--- src/rtl/core/lou_pkg.sv ---
// ----------------------------------------------------------------------------
// lou_pkg: shared types and constants of the level-ordered unique list
// Sizes, operation codes, the transaction payloads and the cell control and
// flag structs used between the cell row and the controller.
// ----------------------------------------------------------------------------
`default_nettype none

package lou_pkg;

	localparam int DEPTH      = 16;
	localparam int ID_BITS    = 16;
	localparam int LEVEL_BITS = 8;
	localparam int FUNC_BITS  = 3;
	localparam int CNT_BITS   = $clog2(DEPTH + 1);

	localparam logic [FUNC_BITS-1:0] FUNC_APPEND   = 3'd0;
	localparam logic [FUNC_BITS-1:0] FUNC_INSERT   = 3'd1;
	localparam logic [FUNC_BITS-1:0] FUNC_REMOVE   = 3'd2;
	localparam logic [FUNC_BITS-1:0] FUNC_CONTAINS = 3'd3;
	localparam logic [FUNC_BITS-1:0] FUNC_CLEAR    = 3'd4;

	typedef logic [DEPTH-1:0]      vec_t;
	typedef logic [CNT_BITS-1:0]   cnt_t;
	typedef logic [ID_BITS-1:0]    id_t;
	typedef logic [LEVEL_BITS-1:0] level_t;

	typedef struct packed {
		logic [FUNC_BITS-1:0] func;
		id_t                  entry_id;
		level_t               entry_level;
	} req_t;

	typedef struct packed {
		logic hit;
		logic dropped;
		cnt_t entry_count;
		logic is_empty;
	} rsp_t;

	// per-cell update command; at most one bit is set
	typedef struct packed {
		logic load;
		logic from_prev;
		logic from_next;
	} cell_cmd_t;

	// per-cell compare results against the request
	typedef struct packed {
		logic id_eq;
		logic level_le;
	} cell_flag_t;

	// ones in bits 0..i
	function automatic vec_t mask_upto(input int unsigned i);
		return (vec_t'(1) << (i + 1)) - vec_t'(1);
	endfunction

endpackage

`default_nettype wire

--- src/rtl/core/lou_cell.sv ---
// ----------------------------------------------------------------------------
// lou_cell: one slot of the list
// Holds an identifier and a level, compares them with the request and takes
// the request or a neighbor's contents when the controller says so.
// ----------------------------------------------------------------------------
`default_nettype none

module lou_cell (
	input  wire logic               clk,
	input  wire lou_pkg::cell_cmd_t cmd,
	input  wire lou_pkg::id_t       new_id,
	input  wire lou_pkg::level_t    new_level,
	input  wire lou_pkg::id_t       prev_id,
	input  wire lou_pkg::level_t    prev_level,
	input  wire lou_pkg::id_t       next_id,
	input  wire lou_pkg::level_t    next_level,
	output lou_pkg::id_t            id,
	output lou_pkg::level_t         level,
	output lou_pkg::cell_flag_t     flag
);

	lou_pkg::id_t    id_q;
	lou_pkg::level_t level_q;

	always_ff @(posedge clk) begin
		unique if (cmd.load) begin
			id_q    <= new_id;
			level_q <= new_level;
		end else if (cmd.from_prev) begin
			id_q    <= prev_id;
			level_q <= prev_level;
		end else if (cmd.from_next) begin
			id_q    <= next_id;
			level_q <= next_level;
		end else begin
			// hold
			id_q    <= id_q;
			level_q <= level_q;
		end
	end

	assign id             = id_q;
	assign level          = level_q;
	assign flag.id_eq     = (id_q == new_id);
	assign flag.level_le  = (level_q <= new_level);

endmodule

`default_nettype wire

--- src/rtl/core/lou_ctrl.sv ---
// ----------------------------------------------------------------------------
// lou_ctrl: list controller
// Keeps the fill count, finds the insert point, duplicates and the first match
// from the cell flags, and drives every cell's command for one transaction.
// ----------------------------------------------------------------------------
`default_nettype none

module lou_ctrl (
	input  wire logic                clk,
	input  wire logic                arst_n,
	input  wire logic                fire,
	input  wire lou_pkg::req_t       req,
	input  wire lou_pkg::cell_flag_t flags [lou_pkg::DEPTH],
	output lou_pkg::cell_cmd_t       cmds  [lou_pkg::DEPTH],
	output lou_pkg::rsp_t            rsp
);

	lou_pkg::cnt_t count_q;
	lou_pkg::cnt_t count_nxt;
	lou_pkg::vec_t ok;       // occupied and level at most the new level
	lou_pkg::vec_t match;    // occupied and same identifier
	lou_pkg::vec_t in_pfx;   // all cells up to here are in the insert prefix
	lou_pkg::vec_t prev_pfx; // in_pfx of the cell before
	lou_pkg::vec_t after_m;  // at or after the first match
	lou_pkg::vec_t loads;
	logic          full;
	logic          dup;
	logic          found;
	logic          hit;
	logic          dropped;

	always_comb begin
		for (int i = 0; i < lou_pkg::DEPTH; i++) begin
			ok[i]    = (lou_pkg::cnt_t'(i) < count_q) && flags[i].level_le;
			match[i] = (lou_pkg::cnt_t'(i) < count_q) && flags[i].id_eq;
		end
		for (int i = 0; i < lou_pkg::DEPTH; i++) begin
			in_pfx[i]  = &(ok | ~lou_pkg::mask_upto(i));
			after_m[i] = |(match & lou_pkg::mask_upto(i));
		end
	end

	assign prev_pfx = {in_pfx[lou_pkg::DEPTH-2:0], 1'b1};
	assign full     = (count_q == lou_pkg::cnt_t'(lou_pkg::DEPTH));
	assign dup      = |(in_pfx & match);
	assign found    = |match;

	always_comb begin
		count_nxt = count_q;
		hit       = 1'b0;
		dropped   = 1'b0;
		for (int i = 0; i < lou_pkg::DEPTH; i++) begin
			cmds[i] = '0;
		end
		unique case (req.func)
			lou_pkg::FUNC_APPEND: begin
				if (full) begin
					dropped = 1'b1;
				end else begin
					count_nxt = count_q + lou_pkg::cnt_t'(1);
					for (int i = 0; i < lou_pkg::DEPTH; i++) begin
						cmds[i].load = fire && (lou_pkg::cnt_t'(i) == count_q);
					end
				end
			end
			lou_pkg::FUNC_INSERT: begin
				if (dup) begin
					hit = 1'b1;
				end else if (full) begin
					dropped = 1'b1;
				end else begin
					count_nxt = count_q + lou_pkg::cnt_t'(1);
					// keep the prefix, load at its end, move the rest up by one
					for (int i = 0; i < lou_pkg::DEPTH; i++) begin
						cmds[i].load      = fire && !in_pfx[i] && prev_pfx[i];
						cmds[i].from_prev = fire && !prev_pfx[i];
					end
				end
			end
			lou_pkg::FUNC_REMOVE: begin
				if (found) begin
					hit       = 1'b1;
					count_nxt = count_q - lou_pkg::cnt_t'(1);
					// close the gap from the first match onward
					for (int i = 0; i < lou_pkg::DEPTH - 1; i++) begin
						cmds[i].from_next = fire && after_m[i];
					end
				end
			end
			lou_pkg::FUNC_CONTAINS: begin
				hit = found;
			end
			lou_pkg::FUNC_CLEAR: begin
				count_nxt = '0;
			end
			default: begin
			end
		endcase
	end

	always_ff @(posedge clk or negedge arst_n) begin
		if (!arst_n) begin
			count_q <= '0;
		end else if (fire) begin
			count_q <= count_nxt;
		end
	end

	always_comb begin
		for (int i = 0; i < lou_pkg::DEPTH; i++) begin
			loads[i] = cmds[i].load;
		end
	end

	assign rsp.hit         = hit;
	assign rsp.dropped     = dropped;
	assign rsp.entry_count = count_nxt;
	assign rsp.is_empty    = (count_nxt == '0);

	a_count_range: assert property (@(posedge clk) disable iff (!arst_n)
		count_q <= lou_pkg::cnt_t'(lou_pkg::DEPTH))
		else $error("fill count above depth");

	a_single_load: assert property (@(posedge clk) disable iff (!arst_n)
		$onehot0(loads))
		else $error("more than one cell loads the request");

	a_clear_empties: assert property (@(posedge clk) disable iff (!arst_n)
		fire && req.func == lou_pkg::FUNC_CLEAR |=> count_q == '0)
		else $error("clear left entries");

	a_append_grows: assert property (@(posedge clk) disable iff (!arst_n)
		fire && req.func == lou_pkg::FUNC_APPEND && !full
		|=> count_q == $past(count_q) + lou_pkg::cnt_t'(1))
		else $error("append did not grow the list");

endmodule

`default_nettype wire

--- src/rtl/core/level_ordered_unique_list.sv ---
// A result is registered and valid in the cycle after its request is accepted.
// One request per cycle while req_stall is low; the whole row of cells updates in the
// cycle of acceptance, so the next request may follow at once.
// Request stall is raised only while a result waits and the output stalls.
// Reset clears the fill count and the result valid flag; cell contents are
// not reset and are never read before they are written.
// ----------------------------------------------------------------------------
// level_ordered_unique_list: bounded level-ordered list with unique insert
// A row of slot cells with neighbor shifting, a controller that decodes each
// request, and a registered result stage.
// ----------------------------------------------------------------------------
`default_nettype none

module level_ordered_unique_list (
	input  wire logic          clk,
	input  wire logic          arst_n,
	input  wire logic          req_valid,
	output logic               req_stall,
	input  wire lou_pkg::req_t req,
	output logic               rsp_valid,
	input  wire logic          rsp_stall,
	output lou_pkg::rsp_t      rsp
);

	lou_pkg::cell_flag_t flags  [lou_pkg::DEPTH];
	lou_pkg::cell_cmd_t  cmds   [lou_pkg::DEPTH];
	lou_pkg::id_t        ids    [lou_pkg::DEPTH];
	lou_pkg::level_t     levels [lou_pkg::DEPTH];
	lou_pkg::rsp_t       rsp_nxt;
	lou_pkg::rsp_t       rsp_q;
	logic                rsp_valid_q;
	logic                fire;

	assign req_stall = rsp_valid_q && rsp_stall;
	assign fire      = req_valid && !req_stall;

	lou_ctrl u_ctrl (
		.clk    (clk),
		.arst_n (arst_n),
		.fire   (fire),
		.req    (req),
		.flags  (flags),
		.cmds   (cmds),
		.rsp    (rsp_nxt)
	);

	for (genvar g = 0; g < lou_pkg::DEPTH; g++) begin : g_cell
		lou_pkg::id_t    prev_id;
		lou_pkg::level_t prev_level;
		lou_pkg::id_t    next_id;
		lou_pkg::level_t next_level;

		if (g == 0) begin : g_first
			assign prev_id    = '0;
			assign prev_level = '0;
		end else begin : g_mid_prev
			assign prev_id    = ids[g-1];
			assign prev_level = levels[g-1];
		end

		if (g == lou_pkg::DEPTH - 1) begin : g_last
			assign next_id    = '0;
			assign next_level = '0;
		end else begin : g_mid_next
			assign next_id    = ids[g+1];
			assign next_level = levels[g+1];
		end

		lou_cell u_cell (
			.clk        (clk),
			.cmd        (cmds[g]),
			.new_id     (req.entry_id),
			.new_level  (req.entry_level),
			.prev_id    (prev_id),
			.prev_level (prev_level),
			.next_id    (next_id),
			.next_level (next_level),
			.id         (ids[g]),
			.level      (levels[g]),
			.flag       (flags[g])
		);
	end

	always_ff @(posedge clk or negedge arst_n) begin
		if (!arst_n) begin
			rsp_valid_q <= 1'b0;
		end else if (fire) begin
			rsp_valid_q <= 1'b1;
		end else if (!rsp_stall) begin
			rsp_valid_q <= 1'b0;
		end
	end

	always_ff @(posedge clk) begin
		if (fire) begin
			rsp_q <= rsp_nxt;
		end
	end

	assign rsp_valid = rsp_valid_q;
	assign rsp       = rsp_q;

	a_empty_flag: assert property (@(posedge clk) disable iff (!arst_n)
		rsp_valid_q |-> rsp_q.is_empty == (rsp_q.entry_count == '0))
		else $error("empty flag disagrees with count");

	a_flags_exclusive: assert property (@(posedge clk) disable iff (!arst_n)
		rsp_valid_q |-> !(rsp_q.hit && rsp_q.dropped))
		else $error("hit and dropped both set");

	a_result_follows: assert property (@(posedge clk) disable iff (!arst_n)
		fire |=> rsp_valid_q)
		else $error("accepted request produced no result");

endmodule

`default_nettype wire
--- config.mk ---
export PLATFORM = sky130hd
export DESIGN_NAME = level_ordered_unique_list
export DESIGN_NICKNAME = d
export VERILOG_FILES = /design/src/rtl/core/lou_pkg.sv /design/src/rtl/core/lou_cell.sv /design/src/rtl/core/lou_ctrl.sv /design/src/rtl/core/level_ordered_unique_list.sv
export SDC_FILE = /design/constraint.sdc
export NUM_CORES = 1
export LEC_CHECK = 0
export BUFFER_PORTS_ARGS = -buffer_cell sky130_fd_sc_hd__buf_4
export CAP_MARGIN = 25
export CORE_MARGIN = 2
export CORE_UTILIZATION = 30
export CTS_CLUSTER_SIZE = 12
export DETAILED_ROUTE_END_ITERATION = 8
export GPL_TIMING_DRIVEN = 0
export PLACE_DENSITY = 0.43
export SETUP_SLACK_MARGIN = 0.05
export SYNTH_ARGS = -nofsm -noshare
export SYNTH_HDL_FRONTEND = slang
export SYNTH_SLANG_ARGS = --single-unit
--- constraint.sdc ---
create_clock -name clk -period 4.35 [get_ports clk]
set_clock_uncertainty 0.05 [all_clocks]
set_input_delay 0.435 -clock clk [delete_from_list [all_inputs] [get_ports clk]]
set_output_delay 0.435 -clock clk [all_outputs]
set_load 0.05 [all_outputs]
# [Word-level counts from Yosys, hierarchy flattened]
# Cells that the tools add are included.
[word_totals] register_bits=398 input_bits=31 out_inout_bits=10 word_cells=489
[classes] add_sub_neg=2 magnitude_cmp=32 n_eq_ne=37 n_mux=216 n_bitwise=1 reduce_logical=163
[op_table] cell="16-bit two-way mux" count=47
[op_table] cell="8-bit two-way mux" count=47
[op_table] cell="16-bit == test" count=16
[op_table] cell="8-bit <= comparator" count=16
[op_table] cell="1-bit logical AND" count=96
[op_table] cell="1-bit two-way mux" count=68
[op_table] cell="2-bit two-way mux" count=32
[op_table] cell="3-bit nonzero test" count=15
[op_table] cell="4-bit by 5-bit == test with 1-bit output (first input constant)" count=8
[op_table] cell="4-bit by 5-bit < comparator with 1-bit output (first input constant)" count=8
[op_table] cell="1-bit case mux with 2 select lines" count=17
[op_table] cell="16-bit OR reduction" count=2
[op_table] cell="3-bit by 5-bit == test with 1-bit output (first input constant)" count=4
[op_table] cell="3-bit by 5-bit < comparator with 1-bit output (first input constant)" count=4
[op_table] cell="5-bit case mux with 4 select lines" count=1
[op_table] cell="1-bit zero test" count=17
[op_table] cell="16-bit bitwise AND" count=1
[op_table] cell="16-bit AND reduction" count=1
[op_table] cell="5-bit two-way mux" count=3
[op_table] cell="15-bit AND reduction" count=1
[op_table] cell="15-bit OR reduction" count=1
[op_table] cell="14-bit AND reduction" count=1
[op_table] cell="14-bit OR reduction" count=1
[op_table] cell="13-bit AND reduction" count=1
[op_table] cell="38 further kinds" count=43

# [Longest topological paths before layout]
# Gate-level depths: netlist of run 1.
[depth] ltp_word=11 depth_mapped=18 depth_no_buf=13

# [Cells and area by module]
# From an unflattened synthesis of run 1, not the netlist that was laid out.
[hier_totals] cells_unflattened=2746 hier_area_um2=28177.0
[modules_own_cells] mod="lou_cell at g_cell[0].u_cell ..." n_inst=13 cells_per_inst=153 area_per_inst_um2=1627.8 seq_area_each_um2=720.7
[modules_own_cells] mod="lou_cell at g_cell[7].u_cell ..." n_inst=3 cells_per_inst=153 area_per_inst_um2=1624.1 seq_area_each_um2=720.7
[modules_own_cells] mod="lou_ctrl" n_inst=1 cells_per_inst=285 area_per_inst_um2=1849.3 seq_area_each_um2=125.1
[modules_own_cells] mod="level_ordered_unique_list" n_inst=1 cells_per_inst=13 area_per_inst_um2=294.0 seq_area_each_um2=265.3

# [Worst setup path after synthesis of run 1]
# No wires, ideal clock.
[synth_timing] path_kind="input-to-reg" from="in req[5] (netlist name)" to="reg g_cell[15].u_cell.id_q[0] (enable)" setup_time_ps=438 arrival_ps=4561 required_ps=3862 path_slack_ps=-700 cell_stages=12 path_buffers=1 cell_sequence="inv_1 -> ha_1 -> nand4_1 -> nor2_1 -> a211o_1 -> and2_1 -> nand4_1 -> nor4_2 -> a2111oi_4 -> buf_4 -> nand3_4 -> o21ai_0"
[synth_between] elab_chain_cells=10 word_cells_on_any_way=59 cone_classes="order compare: 16; mux: 4; bitwise: 1; reduce/logical: 38"
[synth_rtl] element="from (decl)" line="level_ordered_unique_list.sv:19" rtl="input wire lou_pkg::req_t req,"
[synth_rtl] element="branches (longest 7 deep; another with 8-bit <= comparator)"
[synth_rtl] element="2-bit two-way mux *" line="lou_ctrl.sv:67" rtl="if (dup) begin"
[synth_rtl] element="1-bit case mux with 2 select lines" line="lou_ctrl.sv:55" rtl="unique case (req.func)"
[synth_rtl] element="2-bit nonzero test (no source line) *"
[synth_rtl] element="to (signal assigned)" line="lou_cell.sv:30" rtl="id_q <= prev_id;"
[synth_rtl] element="to (signal assigned)" line="lou_cell.sv:33" rtl="id_q <= next_id;"
[synth_rtl] element="to (signal assigned)" line="lou_cell.sv:37" rtl="id_q <= id_q;"
[synth_rtl] element="to (decl)" line="lou_cell.sv:22" rtl="lou_pkg::id_t id_q;"
# Mark *: on every way between the ends.
# A chain may end at the register's enable or synchronous reset.

==> results of run 1 <==
## cell type report
type	count	share of cell area
diodes	2	0.000146
plain buffers	190	0.0404
well taps	1254	0.0457
repair buffers	180	0.0505
multi-input cells	2140	0.467
clock buffers	69	0.0400
clock inverters	20	0.00426
inverters	40	0.00513
flip-flops and latches	398	0.347
## cell usage in the layout, fill, tap and decap left out, types with 8 or more instances in the layout
master,Yosys,final
a21oi_1,247,240
buf_12,0,23
buf_2,73,43
buf_4,36,172
buf_6,21,53
clkbuf_1,57,48
clkbuf_16,0,51
clkbuf_2,0,19
clkbuf_4,0,9
clkinv_2,0,11
edfxtp_1,392,392
ha_1,133,125
ha_4,0,8
inv_1,39,32
mux2_2,80,80
mux2i_1,320,320
nand2_1,223,219
nand2b_1,12,10
nand3_1,38,35
nand4_1,79,79
nand4b_1,9,9
nor2_1,236,230
nor2b_1,16,15
nor3_1,26,21
nor4_1,64,61
o211ai_1,17,17
o21ai_0,167,156
o21ai_1,10,14
o22ai_2,0,8
or2_2,14,13
or3_1,13,10
xnor2_1,107,106
xor2_1,153,153
## metal layers
metal	share of wire	up-vias
li1	-	10756
met1	0.45	11739
met2	0.46	911
met3	0.056	210
met4	0.038	0
met5	0	-
## cells by family (layout without fill, tap and decap cells)
kind of cell	count (synthesis)	after routing	synth area share
other cells	0	2	0
compound gates	520	523	0.104
fa+ha+maj	133	133	0.0588
buf+inv	232	499	0.0443
xor+xnor	260	260	0.0804
mux	405	405	0.147
simple gates	812	819	0.145
flops	398	398	0.421
## state kept, by name, indices dropped and copies added (netlist names)
| name | flops |
|---|---|
| rsp | 8 |
| u_ctrl.count_q | 5 |
| g_cell.u_cell.level | 128 |
| g_cell.u_cell.id | 256 |
| rsp_valid | 1 |
## repair_timing
item	4_1_cts	5_1_grt
gates cloned	10	2
resized for setup	159	113
hold buffers	2	0
setup buffers	84	55
setup endpoints to repair	781	704
hold endpoints to repair	7	0
pin swaps	31	24
## worst paths after layout
kind                                           to               from  depth (start not counted)  slack, ns
worst max-delay path                       rsp[0]  u_ctrl.count_q[4]                         12       0.04
worst min-delay path                    rsp_valid          rsp_stall                          3       0.05
min in group asynchronous       u_ctrl.count_q[2]             arst_n                          2       0.16
worst min register to register          rsp_valid          rsp_valid                          2       0.49
worst max register to register             rsp[0]  u_ctrl.count_q[4]                         12       0.04
max in group asynchronous               rsp_valid             arst_n                          2       3.89
## critical path: stages (launching register included)
cell and delay, ns:
dfrtp_1 0.40, clkbuf_4 0.24, or3_4 0.47, a21oi_4 0.29, nor2_1 0.09, nand4_1 0.22
nand4b_1 0.34, or4_4 0.57, nor3_4 0.24, o21ai_1 0.11, a2111o_1 0.53, nand4b_1 0.35
nor4_2 0.20
## power by group through the flow
stage	Sequential (mW)	Combinational (mW)	Clock, mW
floorplan	4.50	1.04	0
global placement	4.51	1.70	0
detailed placement	4.50	1.73	0
CTS	4.43	1.93	4.19
global route	4.44	2.15	4.31
finish	4.43	2.04	4.11
## metrics by stage
step	instance area (sq um)	hold WS, ns	setup WS (ns)
2_1_floorplan	28400	0.0894	-0.251
3_3_place_gp	30200	0.247	-2.85
3_5_place_dp	30400	0.244	-2.06
4_1_cts	33500	0.0122	0.0480
5_1_grt	34400	0.0550	-0.0257
6_report	34400	0.0476	0.0371
==> results.cfg, run 1 <==
[final_layout]
layout-drive-gt1-share = 0.209
multiInputGateArea_sq_um = 16000
fin_cells = 4293
seq_area_sq_um = 11900
syn_to_final_growth_pct = 21.3
fillCellCount = 9300
nets = 3165
utilization = 0.368

[flow_run]
maxCapViolations = 0

[placed_design]
routabilityCongestion = 0.941
dp.cells = 4052
port_buffers = 23
dp_hpwl_microns = 93900

[synthesis]
yosysTopAreaCell = edfxtp_1
async_flop_share = 0.0151
synth_common_cells = 392 x edfxtp_1, 320 x mux2i_1, 247 x a21oi_1
synth-main-ff-cell = edfxtp_1
yosysMostFrequentCell = edfxtp_1
synth-warning-count = 0
ys_seq_area_frac = 0.421
netlist_top_cells_area = edfxtp_1 42%, mux2i_1 11%, ha_1 5.9%
syn_avg_cell_area_sq_um = 10.3
ys_types = 88
syn_nets = 2924
postSynthCellCount = 2760
synth-seq-cells = 398
synth-edff-count = 392
synth_area_sq_um = 28300
yosys.area.top_type_share = 0.416

[floorplanning]
die_h_microns = 311
rows = 112
start_util = 0.303
die_w_microns = 311
core_area_sq_um = 93500
dieArea_sq_um = 96900
io_pins = 41

[power_and_ir_drop]
seqPwrFrac = 0.419
power_density_nw_per_um2 = 308
pwr-share-comb = 0.193
power_frac_clock = 0.389
power_mw = 10.6
p_int_mw = 7.35
p_leak_nw = 13.0
vdd_drop_max_mv = 0.266
p_switching_mw = 3.23
swShare = 0.305

[global_routing]
grt_pass1_wl_microns = 169000
first_global_vias = 23019
met3_usage = 0.0267
grt_max_degree = 25
antenna_found_initial = 2
track_usage = 0.239
grt_busiest_layer = met2
grt_use_met2 = 0.385
grt-ovfl-total = 0
met1_usage = 0.333

[outcome]
run_status = completed

[timing]
min_period_ns = 4.31
finalCritPeriodShare = 0.991
rsz0062_at_grt = true
max_freq_ghz = 0.232
slew_headroom = 0.295
worst_slew_pin_slew_ns = 1.06
setup_violations = 0
drv_slew = 0
final.setup.tns_ns = 0
hold_viol_final = 0

[cts]
htree_levels = 2
cts_buffers = 51
cts-root-buf = clkbuf_16
clkLatencyLatePin_ns = 0.62
cts_tree = yes
cts_buffer_depth = 3
cts.sinks = 398
clk_pin_slew_ns = 0.07

[detailed_routing]
wl_per_cell_microns = 27.9
first_iter_violations = 2544
antenna_left = 0
via_count = 23616
vias_per_cell = 5.50
drcViolationCount = 0
wl_microns = 120000
drtPass1Iterations = 6

[setup_path]
required_ns = 4.73
end_kind = flop
cp-start-kind = flop
crit_type = flop to flop
crit_fanout = 10
crit_arrival_ns = 4.69

[hold_path]
worstHoldPathType = input port to flop
(Power assumes the default switching activity.)
==> run 2: changes to the inputs <==
- CORE_ASPECT_RATIO: unset -> 0.75
- CTS_CLUSTER_DIAMETER: unset -> 200
- PLACE_DENSITY: 0.43 -> 0.42
- clock period: 4.35 -> 5.38 ns (I/O delays scaled with it)
==> results.cfg, run 2 (synthesized netlist as in run 1, its figures left out) <==
[outcome]
run_status = completed

[final_layout]
layout-drive-gt1-share = 0.140
n_antenna_cell = 0
utilization = 0.342
syn_to_final_growth_pct = 12.8
most-common-layout-cells = 392 x edfxtp_1, 320 x mux2i_1, 245 x a21oi_1
largest_reg_flops = 256
fillCellCount = 9547
nets = 3033
final_common_cell = edfxtp_1

[setup_path]
crit_type = flop to flop
crit_chain = clkbuf_2 -> nor3_4 -> o21a_1 -> nor4_1 -> nor4b_1 -> o21ai_0 -> o221ai_2 -> a2111oi_4 -> buf_4 -> nand4_1 -> buf_4 -> o32ai_1 -> clkbuf_1 -> or3_4 -> buf_16
rr_startpoint = u_ctrl.count_q[3]
path_delay_family = compound AO/OA/AOI/OAI gates
crit_arrival_ns = 5.47
required_ns = 5.64
end_kind = flop
crit_path_max_incr_delay_ns = 0.59
cp-start-kind = flop
reg2reg_slack_ns = 0.17
crit_fanout = 16
worst-path-buf-inv = 5
cp_slowest_cell = clkbuf_1
cpMostUsedCell = buf_4
reg2reg_depth = 15
reg2reg_to = g_cell[5].u_cell.id[7]

[timing]
worst_slew_pin_slew_ns = 0.999
setup_violations = 0
finalCritPeriodShare = 0.969
rsz0062_at_grt = false
hold_viol_final = 0
drv_slew = 0
min_period_ns = 5.21
max_freq_ghz = 0.192
slew_headroom = 0.329

[placed_design]
port_buffers = 23
dp_hpwl_microns = 98400
routabilityCongestion = 0.929

[power_and_ir_drop]
p_leak_nw = 11.9
vdd_drop_max_mv = 0.169
power_mw = 7.83
power_density_nw_per_um2 = 245

[cts]
cts_buffers = 39
cts.sinks = 398
cts_buffer_depth = 3
cts-root-buf = clkbuf_16
clkLatencyLatePin_ns = 0.61
htree_levels = 2
clk_pin_slew_ns = 0.08
cts_tree = yes

[hold_path]
worstHoldStart = req_valid
worstHoldPathType = input port to flop
worstHoldPathCells = 2
hold_end = rsp_valid

[floorplanning]
dieArea_sq_um = 96900
start_util = 0.303
rows = 97
io_pins = 41
core_area_sq_um = 93500
die_w_microns = 359
die_h_microns = 270

[global_routing]
first_global_vias = 21988
grt_pass1_wl_microns = 170000
antenna_found_initial = 0
grt_max_degree = 25
track_usage = 0.245
grt-ovfl-total = 0

[detailed_routing]
drcViolationCount = 0
wl_per_cell_microns = 29.4
drtPass1Iterations = 5
antenna_left = 0
first_iter_violations = 2891
vias_per_cell = 5.62
via_count = 23179
wl_microns = 121000

[flow_run]
maxCapViolations = 0
## run 2: worst max path at each step
stage | start | endpoint | slack (ns) | cells after the start
6_report | u_ctrl.count_q[3] | g_cell[5].u_cell.id[7] | 0.17 | 15
5_1_grt | req[1] | g_cell[12].u_cell.id[9] | 0.06 | 19
4_1_cts | u_ctrl.count_q[3] | g_cell[2].u_cell.id[9] | 0.06 | 16
3_5_place_dp | req[1] | g_cell[7].u_cell.id[10] | -1.52 | 17
3_3_place_gp | req[7] | g_cell[15].u_cell.id[10] | -3.43 | 13
2_1_floorplan | req[5] | g_cell[15].u_cell.id[0] | 0.23 | 12
## run 2: layout make-up
| class | count | area [sq um] | share of cell area |
|---|---|---|---|
| sequential | 398 | 11900 | 0.373 |
| timing repair buffer | 68 | 744 | 0.0233 |
| multi-input combinational | 2130 | 15300 | 0.481 |
| tap | 1237 | 1550 | 0.0485 |
| clock inverter | 3 | 36.3 | 0.00114 |
| inverter | 40 | 173 | 0.00541 |
| buffer | 192 | 1110 | 0.0349 |
| clock buffer | 53 | 1050 | 0.0329 |
## run 2: report_power, final
group          total [mW]  internal, mW  switching, mW
sequential           3.58          3.49         0.0813
clock                2.73          1.36           1.37
combinational        1.52         0.467           1.05
total                7.83          5.32           2.50
## run 2: metal layers
layer / track usage / up-vias / part of all wire
met3: 0.0403 / 115 / 0.080
met1: 0.405 / 11551 / 0.51
met5: 0 / - / 0
met2: 0.325 / 1090 / 0.39
met4: 0.0434 / 0 / 0.018
li1: - / 10423 / -
## run 2: worst reg2reg max path, stage by stage (launching register included)
cell and delay [ns]:
dfrtp_1 0.44, clkbuf_2 0.27, nor3_4 0.36, o21a_1 0.37
nor4_1 0.12, nor4b_1 0.18, o21ai_0 0.33, o221ai_2 0.25
a2111oi_4 0.43, buf_4 0.30, nand4_1 0.12, buf_4 0.22
o32ai_1 0.27, clkbuf_1 0.59, or3_4 0.39, buf_16 0.19
## run 2: per-stage QoR
stage	TNS [ns]	hold slack, ns	setup slack (ns)	instance area, sq um	instances
after global routing	0	0.0974	0.0564	31900	4121
after CTS	0	0.0574	0.0558	31800	4116
after global placement	-1070.98	0.348	-3.43	30000	4020
after detailed placement	-680.81	0.348	-1.52	30400	4044
final	0	0.0865	0.168	31900	4121
after floorplan	0	0.192	0.227	28300	2760
## run 2: timing repair
action | CTS | global route
cloned | 0 | 0
buffers inserted | 15 | 2
hold buffers | 1 | 0
gates resized for setup | 29 | 22
endpoints found under the setup margin | 617 | 330
pin swaps | 2 | 3
hold endpoints to repair | 6 | 0
